--- config.mk ---
export PLATFORM = sky130hd
export DESIGN_NAME = rainbow_led_colour_generator
export DESIGN_NICKNAME = d
export VERILOG_FILES = /design/src/hw/rtl/rlcg_pkg.sv /design/src/hw/rtl/rlcg_div.sv /design/src/hw/rtl/rlcg_queue.sv /design/src/hw/rtl/rlcg_front.sv /design/src/hw/rtl/rlcg_back.sv /design/src/hw/rtl/rainbow_led_colour_generator.sv
export VERILOG_INCLUDE_DIRS = /design/src /design/src/hw/rtl
export SDC_FILE = /design/constraint.sdc
export NUM_CORES = 2
export LEC_CHECK = 0
export BUFFER_PORTS_ARGS = -buffer_cell sky130_fd_sc_hd__buf_2
export CAP_MARGIN = 20
export CORE_UTILIZATION = 45
export CTS_CLUSTER_DIAMETER = 200
export CTS_CLUSTER_SIZE = 24
export DETAILED_ROUTE_END_ITERATION = 10
export GPL_TIMING_DRIVEN = 1
export REMOVE_ABC_BUFFERS = 1
export SLEW_MARGIN = 10
export SYNTH_ARGS = -nofsm -noshare
export SYNTH_HDL_FRONTEND = slang
export SYNTH_HIERARCHICAL = 1
export SYNTH_SLANG_ARGS = --single-unit
--- constraint.sdc ---
create_clock -name clk -period 6.6 [get_ports clk]
set_clock_uncertainty 0.1 [all_clocks]
set_input_delay 0.33 -clock clk [delete_from_list [all_inputs] [get_ports clk]]
set_output_delay 0.33 -clock clk [all_outputs]
set_load 0.01 [all_outputs]
--- src/hw/rtl/rainbow_led_colour_generator_macros.svh ---
// ----------------------------------------------------------------------------
// Assertion macros
// Shared concurrent assertion wrappers, clocked on clk, held off in reset.
// ----------------------------------------------------------------------------
`ifndef RAINBOW_LED_COLOUR_GENERATOR_MACROS_SVH
`define RAINBOW_LED_COLOUR_GENERATOR_MACROS_SVH

// same-cycle implication
`define RLCG_ASSERT(label, ante, cons, msg) \
  label: assert property (@(posedge clk) disable iff (!rst_n) (ante) |-> (cons)) \
    else $error(msg);

// next-cycle implication
`define RLCG_ASSERT_NXT(label, ante, cons, msg) \
  label: assert property (@(posedge clk) disable iff (!rst_n) (ante) |=> (cons)) \
    else $error(msg);

`endif

--- src/hw/rtl/rlcg_pkg.sv ---
// ----------------------------------------------------------------------------
// rlcg_pkg
// Types and constants shared by the rainbow LED colour generator.
// ----------------------------------------------------------------------------
package rlcg_pkg;

  localparam int CNT_W   = 7;   // LED count field
  localparam int IDX_W   = 6;   // LED index field
  localparam int HUE_W   = 16;  // hue fraction of a turn
  localparam int CH_W    = 8;   // colour channel
  localparam int PER_W   = 16;  // period in ticks
  localparam int DIV_NW  = 32;  // divider numerator width
  localparam int CFG_IW  = 3;
  localparam int CFG_DW  = 16;

  localparam int MQ_DEPTH = 2;  // frame queue between front and back
  localparam int OQ_DEPTH = 8;  // result queue

  localparam logic [CFG_IW-1:0] REG_LED_COUNT  = 3'd0;
  localparam logic [CFG_IW-1:0] REG_PERIOD     = 3'd1;
  localparam logic [CFG_IW-1:0] REG_SATURATION = 3'd2;
  localparam logic [CFG_IW-1:0] REG_BRIGHTNESS = 3'd3;

  localparam logic [DIV_NW-1:0] HUE_ONE = 32'h0001_0000;

  typedef enum logic [1:0] {
    FE_IDLE,
    FE_DIV_BASE,
    FE_DIV_STEP
  } fe_state_t;

  typedef struct packed {
    logic [CNT_W-1:0] led_count;
    logic [PER_W-1:0] period;
    logic [CH_W-1:0]  sat;
    logic [CH_W-1:0]  bright;
  } cfg_t;

  // one frame's worth of work for the back end
  typedef struct packed {
    logic [HUE_W-1:0] base;     // phase hue offset
    logic [HUE_W-1:0] step_q;   // 65536 / count, low 16 bits
    logic [CNT_W-1:0] step_r;   // 65536 % count
    logic [CNT_W-1:0] count;
    logic [CH_W-1:0]  sat;
    logic [CH_W-1:0]  bright;
  } frame_t;

  typedef struct packed {
    logic              start;
    logic [DIV_NW-1:0] dividend;
    logic [PER_W-1:0]  divisor;
  } div_req_t;

  typedef struct packed {
    logic             done;
    logic [HUE_W-1:0] quot;
    logic [PER_W-1:0] rem;
  } div_rsp_t;

endpackage

--- src/hw/rtl/rlcg_div.sv ---
// ----------------------------------------------------------------------------
// rlcg_div
// Restoring serial divider, one quotient bit per cycle, low 16 bits kept.
// ----------------------------------------------------------------------------
module rlcg_div (
  input  logic               clk,
  input  logic               rst_n,
  input  rlcg_pkg::div_req_t req,
  output rlcg_pkg::div_rsp_t rsp
);

  localparam int STEP_W = $clog2(rlcg_pkg::DIV_NW);

  logic                        busy_r;
  logic                        done_r;
  logic [STEP_W-1:0]           step_r;
  logic [rlcg_pkg::DIV_NW-1:0] num_r;
  logic [rlcg_pkg::PER_W-1:0]  den_r;
  logic [rlcg_pkg::PER_W-1:0]  rem_r;
  logic [rlcg_pkg::HUE_W-1:0]  quot_r;

  logic [rlcg_pkg::PER_W:0]    trial;
  logic                        ge;
  logic [rlcg_pkg::PER_W:0]    diff;

  assign trial = {rem_r, num_r[rlcg_pkg::DIV_NW-1]};
  assign ge    = trial >= {1'b0, den_r};
  assign diff  = trial - {1'b0, den_r};

  always_ff @(posedge clk) begin
    if (!rst_n) begin
      busy_r <= 1'b0;
      done_r <= 1'b0;
      step_r <= '0;
    end else begin
      done_r <= busy_r && (step_r == STEP_W'(rlcg_pkg::DIV_NW - 1));
      if (!busy_r && req.start) begin
        busy_r <= 1'b1;
        step_r <= '0;
      end else if (busy_r) begin
        step_r <= step_r + STEP_W'(1);
        if (step_r == STEP_W'(rlcg_pkg::DIV_NW - 1)) begin
          busy_r <= 1'b0;
        end
      end
    end
  end

  always_ff @(posedge clk) begin
    if (!busy_r && req.start) begin
      num_r  <= req.dividend;
      den_r  <= req.divisor;
      rem_r  <= '0;
      quot_r <= '0;
    end else if (busy_r) begin
      num_r  <= {num_r[rlcg_pkg::DIV_NW-2:0], 1'b0};
      rem_r  <= ge ? diff[rlcg_pkg::PER_W-1:0] : trial[rlcg_pkg::PER_W-1:0];
      quot_r <= {quot_r[rlcg_pkg::HUE_W-2:0], ge};
    end
  end

  assign rsp.done = done_r;
  assign rsp.quot = quot_r;
  assign rsp.rem  = rem_r;

endmodule

--- src/hw/rtl/rlcg_queue.sv ---
// ----------------------------------------------------------------------------
// rlcg_queue
// Short frame queue between front and back ends.
// ----------------------------------------------------------------------------
module rlcg_queue (
  input  logic             clk,
  input  logic             rst_n,
  input  logic             wr_en,
  input  rlcg_pkg::frame_t wr_data,
  input  logic             rd_en,
  output rlcg_pkg::frame_t rd_data,
  output logic             q_full,
  output logic             q_empty
);

  localparam int PTR_W = $clog2(rlcg_pkg::MQ_DEPTH);
  localparam int CNT_W = $clog2(rlcg_pkg::MQ_DEPTH + 1);

  rlcg_pkg::frame_t  mem_r [rlcg_pkg::MQ_DEPTH];
  logic [PTR_W-1:0]  wr_ptr_r;
  logic [PTR_W-1:0]  rd_ptr_r;
  logic [CNT_W-1:0]  cnt_r;
  logic              do_wr;
  logic              do_rd;

  assign q_full  = cnt_r == CNT_W'(rlcg_pkg::MQ_DEPTH);
  assign q_empty = cnt_r == '0;
  assign do_wr   = wr_en && !q_full;
  assign do_rd   = rd_en && !q_empty;
  assign rd_data = mem_r[rd_ptr_r];

  always_ff @(posedge clk) begin
    if (!rst_n) begin
      wr_ptr_r <= '0;
      rd_ptr_r <= '0;
      cnt_r    <= '0;
    end else begin
      if (do_wr) begin
        wr_ptr_r <= (wr_ptr_r == PTR_W'(rlcg_pkg::MQ_DEPTH - 1)) ? '0 : wr_ptr_r + PTR_W'(1);
      end
      if (do_rd) begin
        rd_ptr_r <= (rd_ptr_r == PTR_W'(rlcg_pkg::MQ_DEPTH - 1)) ? '0 : rd_ptr_r + PTR_W'(1);
      end
      cnt_r <= cnt_r + CNT_W'(do_wr) - CNT_W'(do_rd);
    end
  end

  always_ff @(posedge clk) begin
    if (do_wr) begin
      mem_r[wr_ptr_r] <= wr_data;
    end
  end

endmodule

--- src/hw/rtl/rlcg_front.sv ---
// ----------------------------------------------------------------------------
// rlcg_front
// Takes tick items, works out the frame's hue base and LED step, keeps phase.
// ----------------------------------------------------------------------------
module rlcg_front #(
  parameter int MAX_LEDS = 64
) (
  input  logic               clk,
  input  logic               rst_n,
  input  logic               push,
  output logic               full,
  input  logic               in_tick,
  input  rlcg_pkg::cfg_t     cfg,
  input  logic               q_full,
  output logic               q_push,
  output rlcg_pkg::frame_t   q_data,
  output rlcg_pkg::div_req_t div_req,
  input  rlcg_pkg::div_rsp_t div_rsp
);

  rlcg_pkg::fe_state_t state_r, state_nxt;

  logic [rlcg_pkg::PER_W-1:0] phase_r;
  logic [rlcg_pkg::PER_W-1:0] period_r;
  logic [rlcg_pkg::CNT_W-1:0] count_r;
  logic [rlcg_pkg::CH_W-1:0]  sat_r;
  logic [rlcg_pkg::CH_W-1:0]  bright_r;
  logic [rlcg_pkg::HUE_W-1:0] base_r;

  logic                       accept;
  logic                       start_frame;
  logic [rlcg_pkg::CNT_W-1:0] count_clamp;
  logic [rlcg_pkg::PER_W-1:0] period_clamp;
  logic [rlcg_pkg::PER_W:0]   phase_inc;

  assign full        = (state_r != rlcg_pkg::FE_IDLE) || q_full;
  assign accept      = push && !full;
  assign start_frame = accept && in_tick;

  always_comb begin
    count_clamp = cfg.led_count;
    if (cfg.led_count == '0) begin
      count_clamp = rlcg_pkg::CNT_W'(1);
    end else if (cfg.led_count > rlcg_pkg::CNT_W'(MAX_LEDS)) begin
      count_clamp = rlcg_pkg::CNT_W'(MAX_LEDS);
    end
    period_clamp = (cfg.period == '0) ? rlcg_pkg::PER_W'(1) : cfg.period;
  end

  assign phase_inc = {1'b0, phase_r} + (rlcg_pkg::PER_W+1)'(1);

  always_comb begin
    state_nxt = state_r;
    unique case (state_r)
      rlcg_pkg::FE_IDLE: begin
        if (start_frame) state_nxt = rlcg_pkg::FE_DIV_BASE;
      end
      rlcg_pkg::FE_DIV_BASE: begin
        if (div_rsp.done) state_nxt = rlcg_pkg::FE_DIV_STEP;
      end
      rlcg_pkg::FE_DIV_STEP: begin
        if (div_rsp.done) state_nxt = rlcg_pkg::FE_IDLE;
      end
      default: state_nxt = rlcg_pkg::FE_IDLE;
    endcase
  end

  always_comb begin
    div_req.start    = 1'b0;
    div_req.dividend = {phase_r, {rlcg_pkg::HUE_W{1'b0}}};
    div_req.divisor  = period_clamp;
    q_push           = 1'b0;
    unique case (state_r)
      rlcg_pkg::FE_IDLE: begin
        div_req.start = start_frame;
      end
      rlcg_pkg::FE_DIV_BASE: begin
        div_req.start    = div_rsp.done;
        div_req.dividend = rlcg_pkg::HUE_ONE;
        div_req.divisor  = {{(rlcg_pkg::PER_W-rlcg_pkg::CNT_W){1'b0}}, count_r};
      end
      rlcg_pkg::FE_DIV_STEP: begin
        q_push = div_rsp.done;
      end
      default: ;
    endcase
  end

  assign q_data.base   = base_r;
  assign q_data.step_q = div_rsp.quot;
  assign q_data.step_r = div_rsp.rem[rlcg_pkg::CNT_W-1:0];
  assign q_data.count  = count_r;
  assign q_data.sat    = sat_r;
  assign q_data.bright = bright_r;

  always_ff @(posedge clk) begin
    if (!rst_n) begin
      state_r <= rlcg_pkg::FE_IDLE;
      phase_r <= '0;
    end else begin
      state_r <= state_nxt;
      if (q_push) begin
        phase_r <= (phase_inc >= {1'b0, period_r}) ? '0 : phase_inc[rlcg_pkg::PER_W-1:0];
      end
    end
  end

  always_ff @(posedge clk) begin
    if (start_frame) begin
      count_r  <= count_clamp;
      period_r <= period_clamp;
      sat_r    <= cfg.sat;
      bright_r <= cfg.bright;
    end
    if (state_r == rlcg_pkg::FE_DIV_BASE && div_rsp.done) begin
      base_r <= div_rsp.quot;
    end
  end

endmodule

--- src/hw/rtl/rlcg_back.sv ---
// ----------------------------------------------------------------------------
// rlcg_back
// Walks the LEDs of each frame, converts hue to RGB, queues the results.
// ----------------------------------------------------------------------------
`include "rainbow_led_colour_generator_macros.svh"

module rlcg_back (
  input  logic                       clk,
  input  logic                       rst_n,
  input  logic                       q_empty,
  input  rlcg_pkg::frame_t           q_head,
  output logic                       q_pop,
  output logic                       empty,
  input  logic                       pop,
  output logic [rlcg_pkg::IDX_W-1:0] out_led_index,
  output logic [rlcg_pkg::CH_W-1:0]  out_red,
  output logic [rlcg_pkg::CH_W-1:0]  out_green,
  output logic [rlcg_pkg::CH_W-1:0]  out_blue,
  output logic                       out_last
);

  localparam int OPTR_W = $clog2(rlcg_pkg::OQ_DEPTH);
  localparam int OCNT_W = $clog2(rlcg_pkg::OQ_DEPTH + 1);
  localparam int H6_W   = rlcg_pkg::HUE_W + 3;
  localparam int SF_W   = rlcg_pkg::HUE_W + rlcg_pkg::CH_W;

  localparam logic [2:0] SEC_RED    = 3'd0;
  localparam logic [2:0] SEC_YELLOW = 3'd1;
  localparam logic [2:0] SEC_GREEN  = 3'd2;
  localparam logic [2:0] SEC_CYAN   = 3'd3;
  localparam logic [2:0] SEC_BLUE   = 3'd4;

  localparam logic [SF_W-1:0] DEN = 24'hFF_0000;   // 255 * 65536

  typedef struct packed {
    logic [rlcg_pkg::IDX_W-1:0] idx;
    logic [rlcg_pkg::CH_W-1:0]  red;
    logic [rlcg_pkg::CH_W-1:0]  green;
    logic [rlcg_pkg::CH_W-1:0]  blue;
    logic                       last;
  } res_t;

  // floor(n / 255) from an estimate that is exact or one low
  function automatic logic [rlcg_pkg::CH_W-1:0] div255_fix(
    input logic [15:0] n,
    input logic [rlcg_pkg::CH_W-1:0] q
  );
    logic [15:0] r;
    r = n - ({q, 8'h00} - {8'h00, q});
    return (r >= 16'd255) ? q + rlcg_pkg::CH_W'(1) : q;
  endfunction

  // ---------------- LED sequencer ----------------
  logic [rlcg_pkg::IDX_W-1:0] idx_r;
  logic [rlcg_pkg::HUE_W-1:0] off_r;
  logic [rlcg_pkg::CNT_W-1:0] rem_r;
  logic [OCNT_W-1:0]          used_r;    // issued but not yet popped

  logic                       issue;
  logic                       last_led;
  logic [rlcg_pkg::CNT_W-1:0] rsum;
  logic                       wrap;
  logic [rlcg_pkg::HUE_W-1:0] hue;
  logic [H6_W-1:0]            h6;
  logic                       pop_ok;

  assign issue    = !q_empty && (used_r < OCNT_W'(rlcg_pkg::OQ_DEPTH));
  assign last_led = ({1'b0, idx_r} + rlcg_pkg::CNT_W'(1)) == q_head.count;
  assign q_pop    = issue && last_led;
  assign rsum     = rem_r + q_head.step_r;
  assign wrap     = rsum >= q_head.count;
  assign hue      = q_head.base + off_r;
  assign h6       = {3'b000, hue} * H6_W'(6);

  always_ff @(posedge clk) begin
    if (!rst_n) begin
      idx_r  <= '0;
      off_r  <= '0;
      rem_r  <= '0;
      used_r <= '0;
    end else begin
      used_r <= used_r + OCNT_W'(issue) - OCNT_W'(pop_ok);
      if (issue) begin
        if (last_led) begin
          idx_r <= '0;
          off_r <= '0;
          rem_r <= '0;
        end else begin
          idx_r <= idx_r + rlcg_pkg::IDX_W'(1);
          rem_r <= wrap ? rsum - q_head.count : rsum;
          off_r <= off_r + q_head.step_q + rlcg_pkg::HUE_W'(wrap);
        end
      end
    end
  end

  // ---------------- colour pipeline ----------------
  logic a_v_r, b_v_r, c_v_r, d_v_r;

  logic [2:0]                 a_sec_r, b_sec_r, c_sec_r, d_sec_r;
  logic [rlcg_pkg::IDX_W-1:0] a_idx_r, b_idx_r, c_idx_r, d_idx_r;
  logic                       a_last_r, b_last_r, c_last_r, d_last_r;
  logic [rlcg_pkg::CH_W-1:0]  a_sat_r, b_sat_r;
  logic [rlcg_pkg::CH_W-1:0]  a_bri_r, b_bri_r, c_bri_r, d_bri_r;
  logic [rlcg_pkg::HUE_W-1:0] a_frac_r;
  logic [SF_W-1:0]            b_sf_r;
  logic [15:0]                b_pn_r, c_pn_r, d_pn_r;
  logic [15:0]                c_qn_r, c_tn_r, d_qn_r, d_tn_r;
  logic [rlcg_pkg::CH_W-1:0]  d_pe_r, d_qe_r, d_te_r;

  logic [SF_W-1:0] qx, tx;
  logic [31:0]     prod_q, prod_t;
  logic [23:0]     est_p, est_q, est_t;

  assign qx     = DEN - b_sf_r;
  assign tx     = {rlcg_pkg::CH_W'(8'hFF - b_sat_r), {rlcg_pkg::HUE_W{1'b0}}} + b_sf_r;
  assign prod_q = {24'h0, b_bri_r} * {8'h0, qx};
  assign prod_t = {24'h0, b_bri_r} * {8'h0, tx};
  assign est_p  = {8'h0, c_pn_r} * 24'd257;
  assign est_q  = {8'h0, c_qn_r} * 24'd257;
  assign est_t  = {8'h0, c_tn_r} * 24'd257;

  always_ff @(posedge clk) begin
    if (!rst_n) begin
      a_v_r <= 1'b0;
      b_v_r <= 1'b0;
      c_v_r <= 1'b0;
      d_v_r <= 1'b0;
    end else begin
      a_v_r <= issue;
      b_v_r <= a_v_r;
      c_v_r <= b_v_r;
      d_v_r <= c_v_r;
    end
  end

  always_ff @(posedge clk) begin
    // hue to sector and fraction
    a_sec_r  <= h6[H6_W-1:rlcg_pkg::HUE_W];
    a_frac_r <= h6[rlcg_pkg::HUE_W-1:0];
    a_idx_r  <= idx_r;
    a_last_r <= last_led;
    a_sat_r  <= q_head.sat;
    a_bri_r  <= q_head.bright;
    // s * frac, v * (255 - s)
    b_sf_r   <= {8'h0, a_sat_r} * {8'h0, a_frac_r};
    b_pn_r   <= {8'h0, a_bri_r} * {8'h0, rlcg_pkg::CH_W'(8'hFF - a_sat_r)};
    b_sec_r  <= a_sec_r;
    b_idx_r  <= a_idx_r;
    b_last_r <= a_last_r;
    b_sat_r  <= a_sat_r;
    b_bri_r  <= a_bri_r;
    // v * (den - ...), scaled down by 65536
    c_qn_r   <= prod_q[31:16];
    c_tn_r   <= prod_t[31:16];
    c_pn_r   <= b_pn_r;
    c_sec_r  <= b_sec_r;
    c_idx_r  <= b_idx_r;
    c_last_r <= b_last_r;
    c_bri_r  <= b_bri_r;
    // reciprocal estimate of n / 255
    d_pe_r   <= est_p[23:16];
    d_qe_r   <= est_q[23:16];
    d_te_r   <= est_t[23:16];
    d_pn_r   <= c_pn_r;
    d_qn_r   <= c_qn_r;
    d_tn_r   <= c_tn_r;
    d_sec_r  <= c_sec_r;
    d_idx_r  <= c_idx_r;
    d_last_r <= c_last_r;
    d_bri_r  <= c_bri_r;
  end

  logic [rlcg_pkg::CH_W-1:0] tp, tq, tt, tv;
  res_t                      res;

  always_comb begin
    tp = div255_fix(d_pn_r, d_pe_r);
    tq = div255_fix(d_qn_r, d_qe_r);
    tt = div255_fix(d_tn_r, d_te_r);
    tv = d_bri_r;
    res.idx  = d_idx_r;
    res.last = d_last_r;
    case (d_sec_r)
      SEC_RED:    begin res.red = tv; res.green = tt; res.blue = tp; end
      SEC_YELLOW: begin res.red = tq; res.green = tv; res.blue = tp; end
      SEC_GREEN:  begin res.red = tp; res.green = tv; res.blue = tt; end
      SEC_CYAN:   begin res.red = tp; res.green = tq; res.blue = tv; end
      SEC_BLUE:   begin res.red = tt; res.green = tp; res.blue = tv; end
      default:    begin res.red = tv; res.green = tp; res.blue = tq; end
    endcase
  end

  // ---------------- result queue ----------------
  res_t               oq_r [rlcg_pkg::OQ_DEPTH];
  logic [OPTR_W-1:0]  owr_r;
  logic [OPTR_W-1:0]  ord_r;
  logic [OCNT_W-1:0]  oq_cnt_r;
  res_t               head;

  assign empty  = oq_cnt_r == '0;
  assign pop_ok = pop && !empty;
  assign head   = oq_r[ord_r];

  always_ff @(posedge clk) begin
    if (!rst_n) begin
      owr_r    <= '0;
      ord_r    <= '0;
      oq_cnt_r <= '0;
    end else begin
      if (d_v_r) owr_r <= owr_r + OPTR_W'(1);
      if (pop_ok) ord_r <= ord_r + OPTR_W'(1);
      oq_cnt_r <= oq_cnt_r + OCNT_W'(d_v_r) - OCNT_W'(pop_ok);
    end
  end

  always_ff @(posedge clk) begin
    if (d_v_r) begin
      oq_r[owr_r] <= res;
    end
  end

  assign out_led_index = head.idx;
  assign out_red       = head.red;
  assign out_green     = head.green;
  assign out_blue      = head.blue;
  assign out_last      = head.last;

  `RLCG_ASSERT(a_used_bound, 1'b1, used_r <= OCNT_W'(rlcg_pkg::OQ_DEPTH), "credit count overrun")
  `RLCG_ASSERT(a_cnt_le_used, 1'b1, oq_cnt_r <= used_r, "queued results exceed credits")
  `RLCG_ASSERT(a_no_overflow, d_v_r, (oq_cnt_r < OCNT_W'(rlcg_pkg::OQ_DEPTH)) || pop_ok, "result queue overflow")
  `RLCG_ASSERT_NXT(a_frame_wrap, issue && last_led, idx_r == '0 && off_r == '0, "frame did not restart at LED zero")

endmodule

--- src/hw/rtl/rainbow_led_colour_generator.sv ---
// ----------------------------------------------------------------------------
// rainbow_led_colour_generator
// Rainbow pattern source: one RGB colour per LED for every frame tick.
// ----------------------------------------------------------------------------
// Push a tick item with in_tick=1 and the block emits led_count result items
// (0 taken as 1, capped at MAX_LEDS), LED 0 first, the final one flagged by
// out_last; a tick item with in_tick=0 is taken and dropped. Per tick the front
// end runs two serial divisions after the accept cycle, each giving quotient
// bits and then a done strobe: the phase hue base, then the per-LED hue step;
// the frame is queued in the second's done cycle. The back end emits one LED per
// cycle while the result queue has room, through the colour pipeline registers.
// Two frames can wait between the halves, so ticks are taken while results keep
// flowing; no new tick is taken until the last one is queued. Results sit in an
// 8-deep queue: the block keeps working as long as pop keeps up. Configuration
// writes (led_count, period_ticks, saturation, brightness) take effect at the
// next tick and are meant for idle periods. No clearing pass after reset.
// ----------------------------------------------------------------------------
module rainbow_led_colour_generator #(
  parameter int MAX_LEDS = 64
) (
  input  logic                        clk,
  input  logic                        rst_n,
  // tick items
  input  logic                        push,
  output logic                        full,
  input  logic                        in_tick,
  // colour results
  output logic                        empty,
  input  logic                        pop,
  output logic [rlcg_pkg::IDX_W-1:0]  out_led_index,
  output logic [rlcg_pkg::CH_W-1:0]   out_red,
  output logic [rlcg_pkg::CH_W-1:0]   out_green,
  output logic [rlcg_pkg::CH_W-1:0]   out_blue,
  output logic                        out_last,
  // configuration writes
  input  logic                        cfg_we,
  input  logic [rlcg_pkg::CFG_IW-1:0] cfg_index,
  input  logic [rlcg_pkg::CFG_DW-1:0] cfg_data
);

  // config registers, reset to a two-LED, 100-tick, full-colour rainbow
  rlcg_pkg::cfg_t cfg_r;

  always_ff @(posedge clk) begin
    if (!rst_n) begin
      cfg_r.led_count <= rlcg_pkg::CNT_W'(2);
      cfg_r.period    <= rlcg_pkg::PER_W'(100);
      cfg_r.sat       <= rlcg_pkg::CH_W'(255);
      cfg_r.bright    <= rlcg_pkg::CH_W'(255);
    end else if (cfg_we) begin
      unique case (cfg_index)
        rlcg_pkg::REG_LED_COUNT:  cfg_r.led_count <= cfg_data[rlcg_pkg::CNT_W-1:0];
        rlcg_pkg::REG_PERIOD:     cfg_r.period    <= cfg_data[rlcg_pkg::PER_W-1:0];
        rlcg_pkg::REG_SATURATION: cfg_r.sat       <= cfg_data[rlcg_pkg::CH_W-1:0];
        rlcg_pkg::REG_BRIGHTNESS: cfg_r.bright    <= cfg_data[rlcg_pkg::CH_W-1:0];
        default: ;  // unmapped index: write dropped
      endcase
    end
  end

  // front end <-> shared divider
  rlcg_pkg::div_req_t div_req;
  rlcg_pkg::div_rsp_t div_rsp;

  // front end -> frame queue -> back end
  logic             fq_push;
  rlcg_pkg::frame_t fq_wdata;
  logic             fq_full;
  logic             fq_empty;
  logic             fq_pop;
  rlcg_pkg::frame_t fq_head;

  rlcg_div u_div (
    .clk   (clk),
    .rst_n (rst_n),
    .req   (div_req),
    .rsp   (div_rsp)
  );

  rlcg_front #(
    .MAX_LEDS (MAX_LEDS)
  ) u_front (
    .clk     (clk),
    .rst_n   (rst_n),
    .push    (push),
    .full    (full),
    .in_tick (in_tick),
    .cfg     (cfg_r),
    .q_full  (fq_full),
    .q_push  (fq_push),
    .q_data  (fq_wdata),
    .div_req (div_req),
    .div_rsp (div_rsp)
  );

  rlcg_queue u_fq (
    .clk     (clk),
    .rst_n   (rst_n),
    .wr_en   (fq_push),
    .wr_data (fq_wdata),
    .rd_en   (fq_pop),
    .rd_data (fq_head),
    .q_full  (fq_full),
    .q_empty (fq_empty)
  );

  // back end: LED walk, HSV to RGB, result queue
  rlcg_back u_back (
    .clk           (clk),
    .rst_n         (rst_n),
    .q_empty       (fq_empty),
    .q_head        (fq_head),
    .q_pop         (fq_pop),
    .empty         (empty),
    .pop           (pop),
    .out_led_index (out_led_index),
    .out_red       (out_red),
    .out_green     (out_green),
    .out_blue      (out_blue),
    .out_last      (out_last)
  );

endmodule

# Word level (Yosys, flattened, before mapping)
# Memories as Yosys holds them, arrays and structs flattened. A register that Yosys moved wholly into a read port is not among the register bits.
# Cells that the tools add are included.
dict set report classes {
  n_bitwise 1
  n_addsub 33
  div_mod_pow 0
  mul 8
  mux 34
  reduce_logical 32
  magnitude_cmp 8
  n_eq_ne 15
  shift 0
}
# op n
set op_table {}
lappend op_table {{24-bit one-hot mux with 5 select lines} 1}
lappend op_table {{16-bit by 9-bit multiplier with 24-bit output (second input constant)} 3}
lappend op_table {{8-bit by 24-bit multiplier with 32-bit output} 2}
lappend op_table {{16-bit 2-to-1 mux} 4}
lappend op_table {{32-bit 2-to-1 mux} 2}
lappend op_table {{16-bit subtractor} 4}
lappend op_table {{16-bit by 8-bit greater-or-equal comparator with 1-bit output (second input constant)} 3}
lappend op_table {{48-bit 2-to-1 mux} 1}
lappend op_table {{16-bit by 8-bit subtractor with 16-bit output} 3}
lappend op_table {{17-bit by 16-bit greater-or-equal comparator with 1-bit output} 2}
lappend op_table {{16-bit adder} 2}
lappend op_table {{24-bit adder} 1}
lappend op_table {{8-bit by 1-bit adder with 8-bit output (second input constant)} 3}
lappend op_table {{8-bit 2-to-1 mux} 3}
lappend op_table {{24-bit subtractor (first input constant)} 1}
lappend op_table {{8-bit by 15-bit multiplier with 23-bit output} 1}
lappend op_table {{7-bit 2-to-1 mux} 3}
lappend op_table {{16-bit by 2-bit multiplier with 18-bit output (second input constant)} 1}
lappend op_table {{16-bit by 1-bit adder with 17-bit output (second input constant)} 1}
lappend op_table {{16-bit by 1-bit adder with 16-bit output} 1}
lappend op_table {{16-bit logical NOT} 1}
lappend op_table {{8-bit by 8-bit multiplier with 16-bit output} 1}
lappend op_table {{8-bit subtractor (first input constant)} 2}
lappend op_table {{3-bit by 2-bit == test with 1-bit output (second input constant)} 4}
lappend op_table {{40 further kinds} 81}
dict set report totals {
  ff_bits 513
  rom_bits 0
  mem_bits_rw 372
  mem_count 2
  latchBits 0
  in_bits 25
  output_inout_bits 33
}
# name depth word_bits read_ports rd_clocked_by_memory_dff write_ports line_no
set mem_list {}
lappend mem_list {u_back.oq_r 8 31 1 1 1 rlcg_back.sv:195} ;# res_t oq_r [rlcg_pkg::OQ_DEPTH];
lappend mem_list {u_fq.mem_r 2 62 1 1 1 rlcg_queue.sv:19} ;# rlcg_pkg::frame_t mem_r [rlcg_pkg::MQ_DEPTH];

# Depth between registers and ports, before layout
dict set report logic_depth {
  depth_word 8
  depth_mapped 28
  depth_no_buf 26
}

# Cells and area by module
# The synthesis kept the hierarchy.
# mod area_each_um2 n_inst cells_each seq_area_each_um2
set by_module_without_submodules {}
lappend by_module_without_submodules {rlcg_back 41773.8 1 3952 13693.1}
lappend by_module_without_submodules {rlcg_queue 5012.3 1 220 3823.7}
lappend by_module_without_submodules {rlcg_div 4179.0 1 369 2222.1}
lappend by_module_without_submodules {rlcg_front 3956.3 1 366 2011.9}
lappend by_module_without_submodules {rainbow_led_colour_generator 1599.0 1 159 780.7}

# Worst setup path before layout
# OpenSTA, ideal clock, no wires.
dict set report synth_timing {
  kind {flip-flop to flip-flop}
  start {reg u_back.b_sf_r[6]}
  end {reg u_back.c_qn_r[15]}
  stages_incl_launch_ff 28
  slack_ns 0.429
  setup_time_ns 0.120
  t_arrival_ns 5.951
  t_required_ns 6.380
  path_cell_list {dfxtp_1 clkbuf_1 nor2_1 nand3b_1 nor2_1 nand3_1 or4_1 or2_2 nand3_1 xor2_1 nand2_1 fa_1 inv_1 fa_1 fa_1 inv_1 fa_1 inv_1 ha_1 nand4_1 nor3_1 o311ai_0 o211ai_1 a41oi_1 a21bo_2 a21oi_1 a21oi_1 xnor2_1}
}
dict set report synth_via {
  elab_chain_cells 2
}
# item line_no
set synth_lines {}
lappend synth_lines {{start: declaration} rlcg_back.sv:106} ;# logic [SF_W-1:0] b_sf_r;
lappend synth_lines {{start signal: assignment} rlcg_back.sv:146} ;# b_sf_r <= {8'h0, a_sat_r} * {8'h0, a_frac_r};
lappend synth_lines {{24-bit subtractor} rlcg_back.sv:115} ;# assign qx = DEN - b_sf_r;
lappend synth_lines {{8-bit by 24-bit multiplier with 32-bit output} rlcg_back.sv:117} ;# assign prod_q = {24'h0, b_bri_r} * {8'h0, qx};
lappend synth_lines {{via u_back.prod_q[31]} rlcg_back.sv:112} ;# logic [31:0] prod_q, prod_t;
lappend synth_lines {{end signal: assignment} rlcg_back.sv:154} ;# c_qn_r <= prod_q[31:16];
lappend synth_lines {{end: declaration} rlcg_back.sv:108} ;# logic [15:0] c_qn_r, c_tn_r, d_qn_r, d_tn_r;
# The timed path passes the listed nets, and every way through them passes these cells.
# A chain may end at the register's enable or synchronous reset.

# Worst setup path after layout
dict set report layout_timing {
  start {reg u_back.b_sf_r[5]}
  end {reg u_back.c_qn_r[10]}
}
# The elaborated chain is that of the path after synthesis.

==> reports/qor.tcl <==
set qor(cp_num_buf_inv) 4
set qor(setup-violations-final) 0
set qor(worst_path_largest_cell_delay_ps) 570
set qor(synth.top_cell.area_share) 0.252
set qor(layout_common_cells) {605 x sky130_fd_sc_hd__inv_1, 475 x sky130_fd_sc_hd__edfxtp_1, 443 x sky130_fd_sc_hd__ha_1, 408 x sky130_fd_sc_hd__dfxtp_1, 389 x sky130_fd_sc_hd__nand2_1}
set qor(dr_wl_cell_um) 17.0
set qor(cts_tree) {yes}
set qor(htree_levels) 2
set qor(switching_part_of_the_total) 0.239
set qor(clk_latency_ps) 630
set qor(combinationalPowerShare) 0.127
set qor(max_slew_margin) 0.264
set qor(syn_inst) 5066
set qor(ant_nets) 0
set qor(worstSetupStartpoint) {u_back/b_sf_r[5]}
set qor(post_synth_main_area_contributors) {sky130_fd_sc_hd__edfxtp_1 25%, sky130_fd_sc_hd__dfxtp_1 15%, sky130_fd_sc_hd__fa_1 13%, sky130_fd_sc_hd__ha_1 9.8%, sky130_fd_sc_hd__inv_1 4.0%}
set qor(yosys_warnings) 6
set qor(grt_remaining_overflow) 0
set qor(count_of_unique_library_cells_instantiated_by_yosys) 108
set qor(num_vias) 34900
set qor(grt_antenna_before_repair) 1
set qor(grt_use_total) 0.183
set qor(layout.cell_area.non_filler_um2) 60200
set qor(irDropWorstVdd_uv) 187
set qor(clk_root_buffer_cell) {sky130_fd_sc_hd__clkbuf_16}
set qor(worstSetupPathDepth) 25
set qor(final.period_utilization) 0.945
set qor(timing.max_cap.violations) 0
set qor(cellInternalPower_mw) 7.83
set qor(worst_case_register_to_register_setup_slack_ps) 360
set qor(grt_pass1_wl_um) 189000
set qor(worst_setup_path_start_kind) {flip-flop}
set qor(syn_to_final_growth_pct) 6.55
set qor(max_slew.worst_pin.slew_ps) 1100
set qor(portion_of_total_power_attributed_to_the_clock_network) 0.286
set qor(die_ht_um) 356
set qor(setup-tns-final_ps) 0
set qor(die_width_um) 356
set qor(timing.final.hold_violations) 0
set qor(area.sequential_um2) 22500
set qor(clock-sinks) 888
set qor(buffers_from_clock_root_to_sink_at_most) 3
set qor(seq_power_share) 0.587
set qor(crit_end) {u_back/c_qn_r[10]}
set qor(gpl.final_weighted_congestion) 0.848
set qor(power.leakage_nw) 25.4
set qor(core-area_um2) 124000
set qor(number_of_global_route_vias_before_repair) 35900
set qor(cts_inserted_buffers) 42
set qor(die-area_um2) 127000
set qor(dp_cells) 6656
set qor(worst_path_max_delay_cell) {sky130_fd_sc_hd__fa_1}
set qor(post_route_cells_drive_above_1_share) 0.0958
set qor(hpwlAfterDp_um) 83900
set qor(layout_commonest_cell) {sky130_fd_sc_hd__inv_1}
set qor(nFillCells) 11300
set qor(synth-seq-cells) 888
set qor(power_per_cell_area_nw_per_um2) 171
set qor(multiInputGateArea_um2) 30800
set qor(drtPass1Iterations) 5
set qor(crit-reg2reg-capture) {u_back/c_qn_r[10]}
set qor(finish.net_count) 5928
set qor(synth-async-reset-ratio) 0
set qor(fin_util) 0.485
set qor(timing.critical_path.mode_cell) {sky130_fd_sc_hd__fa_1}
set qor(io_buffers) 57
set qor(post-route-drc-count) 0
set qor(postSynth.topFlopCell) {sky130_fd_sc_hd__edfxtp_1}
set qor(starting_density_of_the_core) 0.455
set qor(period_minus_slack_ps) 6240
set qor(post_synth.cell_area_avg_um2) 11.2
set qor(placed_area_um2) 58700
set qor(critical_path.endpoint_type) {flip-flop}
set qor(clock_transition_at_path_regs_ps) 110
set qor(drtIter0Drc) 2123
set qor(result_of_the_run) {completed}
set qor(routed_via_density) 5.17
set qor(critical_path.reg2reg.startpoint) {u_back/b_sf_r[5]}
set qor(cp_max_fo) 7
set qor(slew_violations) 0
set qor(synthDominantAreaCellType) {sky130_fd_sc_hd__edfxtp_1}
set qor(num_io_pins) 58
set qor(worst_r2r_path_depth) 25
set qor(critical_path_required_ps) 6990
set qor(hold_path_class) {input pin to flip-flop}
set qor(p_sw_mw) 2.46
set qor(drt-total-wl_um) 115000
set qor(cp_data_arrival_time_ps) 6630
set qor(timing_worst_setup_path_type) {flip-flop to flip-flop}
set qor(floorplan.rows) 129
set qor(layoutNonFillerInstCount) 6752
set qor(synth-edff-count) 475
set qor(timing.fmax_mhz) 160
set qor(synth_sequential_area_ratio) 0.399
set qor(crit_family) {adder cells}
set qor(grt_max_degree) 75
set qor(synth_area_um2) 56500
set qor(power_mw) 10.3
-- power groups by stage --
stage	Combinational [mW]	Clock, mW	Sequential, mW
2_1_floorplan	0.965	0	6.20
3_3_place_gp	1.31	0	6.17
3_5_place_dp	1.32	0	6.18
4_1_cts	1.34	3.07	6.05
5_1_grt	1.47	3.25	6.07
6_report	1.31	2.94	6.04
-- worst register-to-register path, stage by stage, from the launching register on --
cell and delay, ps:
sky130_fd_sc_hd__dfxtp_1 320, sky130_fd_sc_hd__nor2_1 140, sky130_fd_sc_hd__nand3b_1 140, sky130_fd_sc_hd__nor2_2 120, sky130_fd_sc_hd__nand3_1 110, sky130_fd_sc_hd__or4_1 440, sky130_fd_sc_hd__buf_4 170, sky130_fd_sc_hd__xor2_1 150
sky130_fd_sc_hd__buf_4 170, sky130_fd_sc_hd__and2_1 170, sky130_fd_sc_hd__fa_1 570, sky130_fd_sc_hd__fa_1 450, sky130_fd_sc_hd__fa_1 540, sky130_fd_sc_hd__inv_1 60, sky130_fd_sc_hd__fa_1 530, sky130_fd_sc_hd__inv_1 60
sky130_fd_sc_hd__ha_4 260, sky130_fd_sc_hd__a21o_1 150, sky130_fd_sc_hd__a21o_1 180, sky130_fd_sc_hd__a21oi_1 200, sky130_fd_sc_hd__o21a_1 170, sky130_fd_sc_hd__o211ai_1 140, sky130_fd_sc_hd__or2_2 330, sky130_fd_sc_hd__nand2_1 90
sky130_fd_sc_hd__a21boi_0 110, sky130_fd_sc_hd__o31a_1 250
-- layout make-up --
cell class | count | area share
Antenna cell | 1 | 0.0000416
Clock buffer | 72 | 0.0197
Clock inverter | 1 | 0.000145
Inverter | 609 | 0.0380
Multi-Input combinational cell | 3361 | 0.512
Sequential cell | 888 | 0.374
Tap cell | 1637 | 0.0340
Timing Repair Buffer | 183 | 0.0222
-- kinds of logic after synthesis --
kind of cell / synth area share
XOR/XNOR: 0.0367
AND/OR/NAND/NOR: 0.130
multiplexers: 0.0670
other: 0.0000663
flip-flops: 0.399
AO/OA/AOI/OAI: 0.0757
buffers and inverters: 0.0608
adder cells (fa/ha/maj): 0.231
-- worst min-delay path by stage --
stage	from	endpoint	slack, ps	depth (start not counted)
after floorplan	u_back/a_idx_r[0]	u_back/b_idx_r[0]	210	0
after global placement	u_back/c_idx_r[4]	u_back/d_idx_r[4]	210	0
after detailed placement	u_back/b_idx_r[0]	u_back/c_idx_r[0]	210	0
after CTS	cfg_index[2]	cfg_r[12]	80	4
after global routing	cfg_index[2]	cfg_r[9]	110	4
final	cfg_index[2]	cfg_r[12]	120	4
-- what timing repair did --
| item | CTS | global route |
|---|---|---|
| gates resized for setup | 0 | 21 |
| setup endpoints to repair | 0 | 9 |
| hold endpoints to repair | 39 | 0 |
| hold buffers | 19 | 0 |
| buffers inserted | 0 | 2 |
-- metrics by stage --
| stage | setup WS (ps) | hold slack, ps |
|---|---|---|
| 2_1_floorplan | -656 | 210 |
| 3_3_place_gp | 150 | 210 |
| 3_5_place_dp | 69.6 | 212 |
| 4_1_cts | 19.4 | 78.8 |
| 5_1_grt | -54.5 | 105 |
| 6_report | 360 | 115 |
-- Yosys cell counts, drive strengths merged, types with 9 or more instances --
library cell  instances
a211o                20
a211oi               28
a21boi               31
a21o                 59
a21oi               146
a22oi                20
a31o                 14
a31oi                15
and2                358
and3                 22
buf                  78
clkbuf              144
dfxtp               413
edfxtp              475
fa                  374
ha                  444
inv                 606
mux2                140
mux2i                59
mux4                 62
nand2               389
nand2b               73
nand3                79
nand4                20
nor2                173
nor2b               139
nor3                 54
nor4                 16
o211ai               14
o21a                 40
o21ai               122
o21bai               15
o31ai                13
or2                  10
or3                  19
or4                   9
xnor2               164
xor2                 72
-- registers in the layout, summed over array words and instances, names as in the netlist, 23 cells and up, named ones only --
| register | count |
|---|---|
| u_back/oq_r | 248 |
| u_fq/mem_r | 124 |
| cfg_r | 39 |
| u_div/num_r | 32 |
| u_back/b_sf_r | 23 |
-- layer usage --
layer	global-route usage	vias up	wire length, um
li1	-	17100	-
met1	0.252	17200	54500
met2	0.312	521	54500
met3	0.0200	110	3870
met4	0.0378	0	2160
met5	0	-	0
(Power assumes the default switching activity.)
